$ cat config.mk
export PLATFORM = sky130hd
export DESIGN_NAME = ranging_distance_filter_table_core
export DESIGN_NICKNAME = d
export VERILOG_FILES = /design/src/rtl/rdft_pkg.sv /design/src/rtl/rdft_mul.sv /design/src/rtl/ranging_distance_filter_table_core.sv
export SDC_FILE = /design/constraint.sdc
export NUM_CORES = 2
export LEC_CHECK = 0
export BUFFER_PORTS_ARGS = -buffer_cell sky130_fd_sc_hd__buf_2
export CORE_UTILIZATION = 30
export DETAILED_ROUTE_END_ITERATION = 6
export PLACE_DENSITY_LB_ADDON = 0.12
export SLEW_MARGIN = 20
export SYNTH_ARGS = -nofsm -noshare
export SYNTH_HDL_FRONTEND = slang
export SYNTH_SLANG_ARGS = --single-unit
$ cat constraint.sdc
create_clock -name clk -period 23.8 [get_ports clk]
set_input_delay 7.14 -clock clk [delete_from_list [all_inputs] [get_ports clk]]
set_output_delay 7.14 -clock clk [all_outputs]
set_load 0.01 [all_outputs]
$ cat src/rtl/rdft_pkg.sv
// Shared types and constants for the ranging distance filter table.
// Used by rdft_mul and ranging_distance_filter_table_core.
package rdft_pkg;

  localparam int LINKS_DEF  = 16;
  localparam int WINDOW_DEF = 5;

  // shared multiplier: signed difference times unsigned weight
  localparam int MUL_A_W = 26;
  localparam int MUL_B_W = 10;
  localparam int MUL_P_W = MUL_A_W + MUL_B_W;

  localparam logic [2:0] ST_ACCEPTED = 3'd0;
  localparam logic [2:0] ST_TOO_FAR  = 3'd1;
  localparam logic [2:0] ST_OUTLIER  = 3'd2;
  localparam logic [2:0] ST_RANGE    = 3'd3;
  localparam logic [2:0] ST_CLEARED  = 3'd4;

  localparam logic [2:0] CFG_MAX_ACCEPT = 3'd0;
  localparam logic [2:0] CFG_MIN_VALID  = 3'd1;
  localparam logic [2:0] CFG_MAX_VALID  = 3'd2;
  localparam logic [2:0] CFG_OUTLIER    = 3'd3;
  localparam logic [2:0] CFG_WEIGHT     = 3'd4;
  localparam logic [2:0] CFG_LONG_RANGE = 3'd5;

  localparam logic signed [15:0] RSSI_RESET_Q8 = -16'sd25600;
  localparam logic signed [15:0] RSSI_SEED_Q8  = -16'sd25344;

  typedef struct packed {
    logic               lr;
    logic signed [15:0] rssi;
    logic [23:0]        smooth;
    logic [15:0]        median;
    logic [2:0]         fill;
    logic [2:0]         ptr;
  } slot_rec_t;

  localparam slot_rec_t REC_RESET = '{lr: 1'b0, rssi: RSSI_RESET_Q8, smooth: 24'd0,
                                      median: 16'd0, fill: 3'd0, ptr: 3'd0};

endpackage

$ cat src/rtl/rdft_mul.sv
// Shared registered multiplier for both EMA updates.
// Depends on rdft_pkg for operand widths.
module rdft_mul
  import rdft_pkg::*;
(
  input  logic                      clk,
  input  logic signed [MUL_A_W-1:0] a,
  input  logic signed [MUL_B_W-1:0] b,
  output logic signed [MUL_P_W-1:0] p_r
);

  always_ff @(posedge clk) begin
    p_r <= MUL_P_W'(a) * MUL_P_W'(b);
  end

endmodule

$ cat src/rtl/ranging_distance_filter_table_core.sv
// Top level of the ranging distance filter table: slot store, window store,
// sequencer and median rank unit. Depends on rdft_pkg and rdft_mul.
//
// Usage:
//   in_*  : one beat per request. in_tuser is the op (0 measure, 1 clear slot).
//   out_* : one result beat per request, held until out_tready.
//   cfg_* : register writes, always ready; write only while the block is idle.
// Flow: in_tready is high only while the sequencer is idle. A clear or a
// too-far distance goes from the slot read and evaluation straight to
// write-back; an outlier or out-of-range distance also passes the RSSI update.
// An accepted distance then reads the window memory once per entry held after
// the new one (up to WINDOW), makes one rank compare per window position
// through the shared compare logic, then takes the median and smooths it before
// write-back. in_tready rises with out_tvalid, so no next beat is taken before
// the result beat is valid. Both EMAs use the one shared multiplier.
// A stalled receiver holds the result beat; the block then waits before
// returning to idle. Reset (rst_n low, synchronous) clears the slot valid
// bits, so every slot reads as empty; no clearing pass is needed, and the
// registers return to their default values.
module ranging_distance_filter_table_core
  import rdft_pkg::*;
#(
  parameter int LINKS  = LINKS_DEF,
  parameter int WINDOW = WINDOW_DEF
) (
  input  logic        clk,
  input  logic        rst_n,
  input  logic        in_tvalid,
  output logic        in_tready,
  input  logic [31:0] in_tdata,   // link_index[3:0], dist_cm[19:4], rssi_dbm[27:20]
  input  logic [0:0]  in_tuser,   // op[0]
  output logic        out_tvalid,
  input  logic        out_tready,
  output logic [47:0] out_tdata,  // median[15:0], smoothed[31:16], rssi_mean[39:32],
                                  // far[40]
  output logic [2:0]  out_tuser,  // status[2:0]
  input  logic        cfg_valid,
  output logic        cfg_ready,
  input  logic [2:0]  cfg_index,
  input  logic [15:0] cfg_data
);

  localparam int SW = (LINKS > 1) ? $clog2(LINKS) : 1;
  localparam int WA = LINKS * WINDOW;
  localparam int AW = (WA > 1) ? $clog2(WA) : 1;
  localparam int XW = (WINDOW > 1) ? $clog2(WINDOW) : 1;

  typedef enum logic [3:0] {
    S_IDLE, S_SLOT, S_EVAL, S_RSSI, S_WRD, S_WCAP, S_RANK, S_MED, S_SMOOTH, S_WB, S_DONE
  } state_t;

  state_t      state_r;
  logic        op_r;
  logic [SW-1:0] slot_r;
  logic [15:0] dist_r;
  logic signed [7:0] rssi_r;
  slot_rec_t   rec_r;
  logic [2:0]  status_r;
  logic        seed_r;
  logic [XW-1:0] idx_r;
  logic [XW-1:0] p_r;
  logic [15:0] win_r [WINDOW];
  logic [15:0] lo_r, hi_r;
  logic        out_valid_r;
  logic [47:0] out_data_r;
  logic [2:0]  out_user_r;

  logic [15:0] max_acc_r, min_val_r, max_val_r, outl_r, lr_thr_r;
  logic [8:0]  weight_r;
  logic [8:0]  w;

  logic [LINKS-1:0] slot_vld_r;
  slot_rec_t   slot_mem [LINKS];
  slot_rec_t   rec_rd_r;
  logic        rec_vld_r;
  logic [15:0] win_mem [WA];
  logic [15:0] win_rd_r;

  logic [SW-1:0] in_slot;
  slot_rec_t   cur_rec;
  logic [AW-1:0] win_base, win_raddr, win_waddr;
  logic signed [MUL_A_W-1:0] mul_a;
  logic signed [MUL_B_W-1:0] mul_b;
  logic signed [MUL_P_W-1:0] mul_p;
  logic signed [MUL_P_W-1:0] mul_sh;
  logic [15:0] rssi_upd;
  logic [23:0] smooth_upd;
  logic [15:0] diff;
  logic        outlier, dist_ok;
  logic [WINDOW-1:0] vm;
  logic [2:0]  cnt, rank, lo_rank, hi_rank;
  logic [15:0] med;
  logic [2:0]  fill_nxt, ptr_nxt;

  assign in_tready  = (state_r == S_IDLE);
  assign cfg_ready  = 1'b1;
  assign out_tvalid = out_valid_r;
  assign out_tdata  = out_data_r;
  assign out_tuser  = out_user_r;
  assign w = (weight_r > 9'd256) ? 9'd256 : weight_r;

  always_comb begin
    in_slot = '0;
    for (int k = 0; k < 16; k++) begin
      if (in_tdata[3:0] == 4'(k)) in_slot = SW'(k % LINKS);
    end
  end

  assign cur_rec   = rec_vld_r ? rec_rd_r : REC_RESET;
  assign win_base  = AW'(slot_r) * AW'(WINDOW);
  assign win_raddr = win_base + AW'(idx_r);
  assign win_waddr = win_base + AW'(p_r);

  // outlier and window-entry tests on the working record
  assign diff    = (dist_r > rec_r.median) ? dist_r - rec_r.median : rec_r.median - dist_r;
  assign outlier = (rec_r.median != 16'd0) && (diff > outl_r);
  assign dist_ok = (dist_r >= min_val_r) && (dist_r <= max_val_r);
  assign fill_nxt = (rec_r.fill < 3'(WINDOW)) ? rec_r.fill + 3'd1 : rec_r.fill;
  assign ptr_nxt  = (rec_r.ptr[XW-1:0] == XW'(WINDOW - 1)) ? 3'd0 : rec_r.ptr + 3'd1;

  // rank of the entry under idx_r among valid entries, ties broken by position
  always_comb begin
    for (int k = 0; k < WINDOW; k++) begin
      vm[k] = (3'(k) < rec_r.fill) && (win_r[k] >= min_val_r) && (win_r[k] <= max_val_r);
    end
    cnt  = 3'($countones(vm));
    rank = 3'd0;
    for (int j = 0; j < WINDOW; j++) begin
      if (vm[j] && ((win_r[j] < win_r[idx_r]) ||
                    ((win_r[j] == win_r[idx_r]) && (XW'(j) < idx_r)))) begin
        rank = rank + 3'd1;
      end
    end
    lo_rank = (cnt - 3'd1) >> 1;
    hi_rank = cnt >> 1;
    med = (cnt == 3'd0) ? rec_r.median : 16'((17'(lo_r) + 17'(hi_r)) >> 1);
  end

  always_comb begin
    if (state_r == S_EVAL) begin
      mul_a = MUL_A_W'(signed'({rssi_r, 8'h00})) - MUL_A_W'(cur_rec.rssi);
    end else begin
      mul_a = $signed({2'b00, med, 8'h00}) - $signed({2'b00, rec_r.smooth});
    end
    mul_b = $signed({1'b0, w});
  end

  rdft_mul u_mul (
    .clk (clk),
    .a   (mul_a),
    .b   (mul_b),
    .p_r (mul_p)
  );

  assign mul_sh     = mul_p >>> 8;
  assign rssi_upd   = 16'(MUL_P_W'(rec_r.rssi) + mul_sh);
  assign smooth_upd = 24'(MUL_P_W'($signed({12'b0, rec_r.smooth})) + mul_sh);

  // slot and window stores
  always_ff @(posedge clk) begin
    rec_rd_r <= slot_mem[slot_r];
    win_rd_r <= win_mem[win_raddr];
    if (state_r == S_WB) begin
      slot_mem[slot_r] <= rec_r;
      if (status_r == ST_ACCEPTED) win_mem[win_waddr] <= dist_r;
    end
  end

  always_ff @(posedge clk) begin
    if (!rst_n) begin
      slot_vld_r <= '0;
      rec_vld_r  <= 1'b0;
    end else begin
      rec_vld_r <= slot_vld_r[slot_r];
      if (state_r == S_WB) slot_vld_r[slot_r] <= 1'b1;
    end
  end

  always_ff @(posedge clk) begin
    if (!rst_n) begin
      max_acc_r <= 16'd1500;
      min_val_r <= 16'd10;
      max_val_r <= 16'd2000;
      outl_r    <= 16'd200;
      weight_r  <= 9'd77;
      lr_thr_r  <= 16'd300;
    end else if (cfg_valid) begin
      case (cfg_index)
        CFG_MAX_ACCEPT: max_acc_r <= cfg_data;
        CFG_MIN_VALID:  min_val_r <= cfg_data;
        CFG_MAX_VALID:  max_val_r <= cfg_data;
        CFG_OUTLIER:    outl_r    <= cfg_data;
        CFG_WEIGHT:     weight_r  <= cfg_data[8:0];
        CFG_LONG_RANGE: lr_thr_r  <= cfg_data;
        default: ;
      endcase
    end
  end

  always_ff @(posedge clk) begin
    if (!rst_n) begin
      state_r     <= S_IDLE;
      out_valid_r <= 1'b0;
    end else begin
      if (out_valid_r && out_tready && state_r != S_DONE) out_valid_r <= 1'b0;
      case (state_r)
        S_IDLE: begin
          if (in_tvalid) begin
            op_r    <= in_tuser[0];
            slot_r  <= in_slot;
            dist_r  <= in_tdata[19:4];
            rssi_r  <= in_tdata[27:20];
            state_r <= S_SLOT;
          end
        end
        S_SLOT: state_r <= S_EVAL;
        S_EVAL: begin
          if (op_r) begin
            rec_r    <= REC_RESET;
            status_r <= ST_CLEARED;
            state_r  <= S_WB;
          end else if (dist_r > max_acc_r) begin
            rec_r    <= cur_rec;
            status_r <= ST_TOO_FAR;
            state_r  <= S_WB;
          end else begin
            rec_r   <= cur_rec;
            seed_r  <= (cur_rec.rssi < RSSI_SEED_Q8);
            state_r <= S_RSSI;
          end
        end
        S_RSSI: begin
          rec_r.rssi <= seed_r ? {rssi_r, 8'h00} : rssi_upd;
          if (outlier) begin
            status_r <= ST_OUTLIER;
            state_r  <= S_WB;
          end else if (!dist_ok) begin
            status_r <= ST_RANGE;
            state_r  <= S_WB;
          end else begin
            status_r   <= ST_ACCEPTED;
            p_r        <= rec_r.ptr[XW-1:0];
            rec_r.ptr  <= ptr_nxt;
            rec_r.fill <= fill_nxt;
            idx_r      <= '0;
            state_r    <= S_WRD;
          end
        end
        S_WRD: state_r <= S_WCAP;
        S_WCAP: begin
          // the new distance replaces the stale entry at the write slot
          win_r[idx_r] <= (idx_r == p_r) ? dist_r : win_rd_r;
          if (3'(idx_r) == rec_r.fill - 3'd1) begin
            idx_r   <= '0;
            state_r <= S_RANK;
          end else begin
            idx_r   <= idx_r + XW'(1);
            state_r <= S_WRD;
          end
        end
        S_RANK: begin
          if (vm[idx_r] && rank == lo_rank) lo_r <= win_r[idx_r];
          if (vm[idx_r] && rank == hi_rank) hi_r <= win_r[idx_r];
          if (idx_r == XW'(WINDOW - 1)) begin
            state_r <= S_MED;
          end else begin
            idx_r <= idx_r + XW'(1);
          end
        end
        S_MED: begin
          rec_r.median <= med;
          rec_r.lr     <= (med > lr_thr_r);
          seed_r       <= (rec_r.smooth == 24'd0);
          if (rec_r.smooth == 24'd0) rec_r.smooth <= {med, 8'h00};
          state_r <= S_SMOOTH;
        end
        S_SMOOTH: begin
          if (!seed_r) rec_r.smooth <= smooth_upd;
          state_r <= S_WB;
        end
        S_WB: state_r <= S_DONE;
        S_DONE: begin
          if (!out_valid_r || out_tready) begin
            out_valid_r <= 1'b1;
            out_user_r  <= status_r;
            out_data_r  <= {7'd0, rec_r.lr, rec_r.rssi[15:8], rec_r.smooth[23:8],
                            rec_r.median};
            state_r     <= S_IDLE;
          end
        end
        default: state_r <= S_IDLE;
      endcase
    end
  end

  a_busy_after_accept: assert property (@(posedge clk) disable iff (!rst_n)
    in_tvalid && in_tready |=> !in_tready)
    else $error("accepted a beat while busy");

  a_status_code: assert property (@(posedge clk) disable iff (!rst_n)
    out_tvalid |-> (out_tuser <= ST_CLEARED))
    else $error("bad status code");

  a_clear_zero: assert property (@(posedge clk) disable iff (!rst_n)
    out_tvalid && out_tuser == ST_CLEARED |-> out_tdata[15:0] == 16'd0 && !out_tdata[40])
    else $error("cleared slot not empty");

  a_window_nonempty: assert property (@(posedge clk) disable iff (!rst_n)
    state_r == S_MED |-> cnt != 3'd0)
    else $error("median taken over empty window");

endmodule

==> impl_metrics.yaml <==
drt:
  ant_nets: 0
  vias: 67500
  drt_first_pass_iters: 5
  route.detailed.drc: 0
  viasPerCell: 5.03
  drt-wirelength-per-cell_um: 28.8
  wirelength_um: 387000
  drt-initial-drc-count: 5495
synth:
  synth_top_family_by_area: "multiplexers"
  netlist_instances: 7231
  post_synth_instance_area_um2: 126000
  synthSimpleGateAreaFrac: 0.0453
  ys_seq_elements: 2811
  yosys-top-cells-area: "edfxtp_1 62%, mux4_2 14%, ha_1 5.2%"
  synth_edf_count: 2594
  synthArstFlopShare: 0
  synthXorXnorAreaFrac: 0.0104
  synth_top_area_cell: "edfxtp_1"
  synthFlopType: "edfxtp_1"
  synth.distinct_cells: 98
  yosysTopAreaCellShare: 0.620
  syn_avg_cell_area_um2: 17.4
  synth_compound_area_frac: 0.0447
  seq_area_frac_synth: 0.655
  synth.area.mux_share: 0.143
  synth_warnings: 0
  synth-adder-area-share: 0.0807
sta:
  clock_skew_ns: 0.0804
  setup_ws_ns: 10.99
  fmax_mhz: 78.1
  maxSlewHeadroom: 0.221
  fin_hold_ws_ns: 0.458
  worstMarginPinSlew_ns: 1.16
  finalMaxSlewViolations: 0
  rsz0062_at_grt: "no"
  finalHoldViolCount: 0
  fin_crit_sh: 0.538
  setup_violations: 0
  period_needed_ns: 12.81
  setup_tns_ns: 0
power:
  p_int_w: 0.00936
  switching_share: 0.288
  clock_power_share: 0.362
  p_comb_frac: 0.213
  ir_drop_v: 0.000106
  sequentialPowerShare: 0.425
  power.leakage_nw: 49.2
  power_density_nw_per_um2: 91.1
  switchingPower_w: 0.00378
setup_path:
  r2r_setup_slack_ns: 10.99
  critPathMaxStageDelay_ns: 0.80
  critPathKind: "reg -> reg"
  cp-end-kind: "flip-flop"
  critPathArrivalTime_ns: 13.56
  cp.required_ns: 24.56
  startpoint_type: "flip-flop"
  cp_common_cell: "inv_1"
  crit_fanout: 25
  slowest_stage: "a21oi_1"
clock_tree:
  post-cts-setup-buffers: 0
  ctsHoldBuffers: 0
  insertion_delay_ns: 0.94
  clkTransAtPathRegs_ns: 0.06
  cts_tree: "yes"
  cts_resized: 0
  htreeDepth: 5
  numCtsBuffers: 322
  cts_sinks: 2811
  clockRootBuffer: "clkbuf_16"
  max-clock-path-buffers: 4
layout:
  final_layout_size_suffix_gt1_frac: 0.213
  fillers: 39300
  layout_common_cells: "2594 x edfxtp_1, 768 x mux4_2, 518 x ha_1, 438 x nand2_1, 399 x inv_1"
  seq_area_um2: 82200
  final_common_cell: "edfxtp_1"
  final_cells: 13400
  area_delta_synth_final_pct: 14.9
  design_area_um2: 144000
  multi_input_area_um2: 41000
  nets: 8410
grt:
  track_usage: 0.181
  antenna_found_initial: 25
  overflow: 0
  grt_max_degree: 120
  grt_pass1_wl_um: 547000
  grt_pass1_vias: 70900
outcome:
  outcome: "completed"
placement:
  placedCellCount: 12800
  port_buffers: 98
  post-dp-hpwl_um: 248000
  gp_congestion: 0.891
  post-place-ws_ns: 10.83
  place_area_um2: 134000
floorplan:
  start_util: 0.301
  die_area_um2: 421000
  rows: 237
  core-area_um2: 417000
  top_level_ports: 111
  die_y_um: 649
  die_x_um: 649
hold_path:
  hold_class: "reg -> reg"
job:
  max_cap_viol_count: 0
==> flip-flops by register name, indices dropped and copies added (netlist names), 24 cells and up, named ones only <==
signal and count:
win_mem 1280, slot_mem 1008, win_r 128, rec_r 63, rec_rd_r 63, out_tdata 41
u_mul.p_r 24
==> logic make-up (layout without fill, tap and decap cells) <==
group,after synthesis,count (layout)
other,2,15
AOI/OAI and AO/OA,831,831
muxes,825,825
DFF,2811,2811
and+or+nand+nor,1225,1225
buffers and inverters,691,1366
adders and majority gates,701,701
xor gates and xnor gates,145,145
==> metal layers <==
layer	track usage	vias up	part of all wire
li1	-	29400	-
met1	0.236	36100	0.43
met2	0.319	1567	0.51
met3	0.0220	455	0.038
met4	0.0468	0	0.026
met5	0	-	0
==> synthesized netlist by cell type, drive strengths merged (67+ instances only) <==
master and number:
fa 182, xnor2 84, ha 519, dfxtp 217, inv 400, edfxtp 2594, clkbuf 216, nand2 438
nand3 67, mux4 768, a21boi 71, buf 74, nor2 342, a21o 112, a21oi 193, o21ai 147
==> power by group through the flow <==
| stage | clock network [W] | registers [W] | logic [W] |
|---|---|---|---|
| finish | 0.00476 | 0.00559 | 0.00279 |
| global route | 0.00507 | 0.00559 | 0.00314 |
| CTS | 0.00490 | 0.00559 | 0.00289 |
| detailed placement | 0 | 0.00569 | 0.00286 |
| global placement | 0 | 0.00569 | 0.00287 |
| floorplan | 0 | 0.00565 | 0.00192 |
==> critical path, delay by kind of cell (launching register included) <==
family,cells,cell delay (ns)
AOI/OAI and AO/OA,15,4.45
and+or+nand+nor,4,0.92
muxes,1,0.36
xor gates and xnor gates,2,0.47
DFF,1,0.31
buffers and inverters,9,1.32
adders and majority gates,13,4.76
==> path summary, 6_finish.rpt <==
kind | end | start | cells after the start
max | u_mul.p_r[31] | min_val_r[2] | 44
min | slot_vld_r[14] | slot_vld_r[14] | 1
max reg2reg | u_mul.p_r[31] | min_val_r[2] | 44
min reg2reg | slot_vld_r[14] | slot_vld_r[14] | 1
==> area by class of cell <==
| class | count | share of cell area |
|---|---|---|
| clock inverter | 173 | 0.00978 |
| clock buffer | 411 | 0.0596 |
| multi-input combinational | 3735 | 0.284 |
| inverter | 401 | 0.0104 |
| timing repair buffer | 381 | 0.0188 |
| antenna | 7 | 0.000121 |
| sequential | 2811 | 0.570 |
| tap | 5497 | 0.0477 |
==> stage by stage <==
stage	power, W	utilization
floorplan	0.00757	-
global placement	0.00856	0.322
detailed placement	0.00856	0.322
CTS	0.0134	0.346
global route	0.0138	0.346
finish	0.0131	0.346
Power figures use the tool's default switching activity.
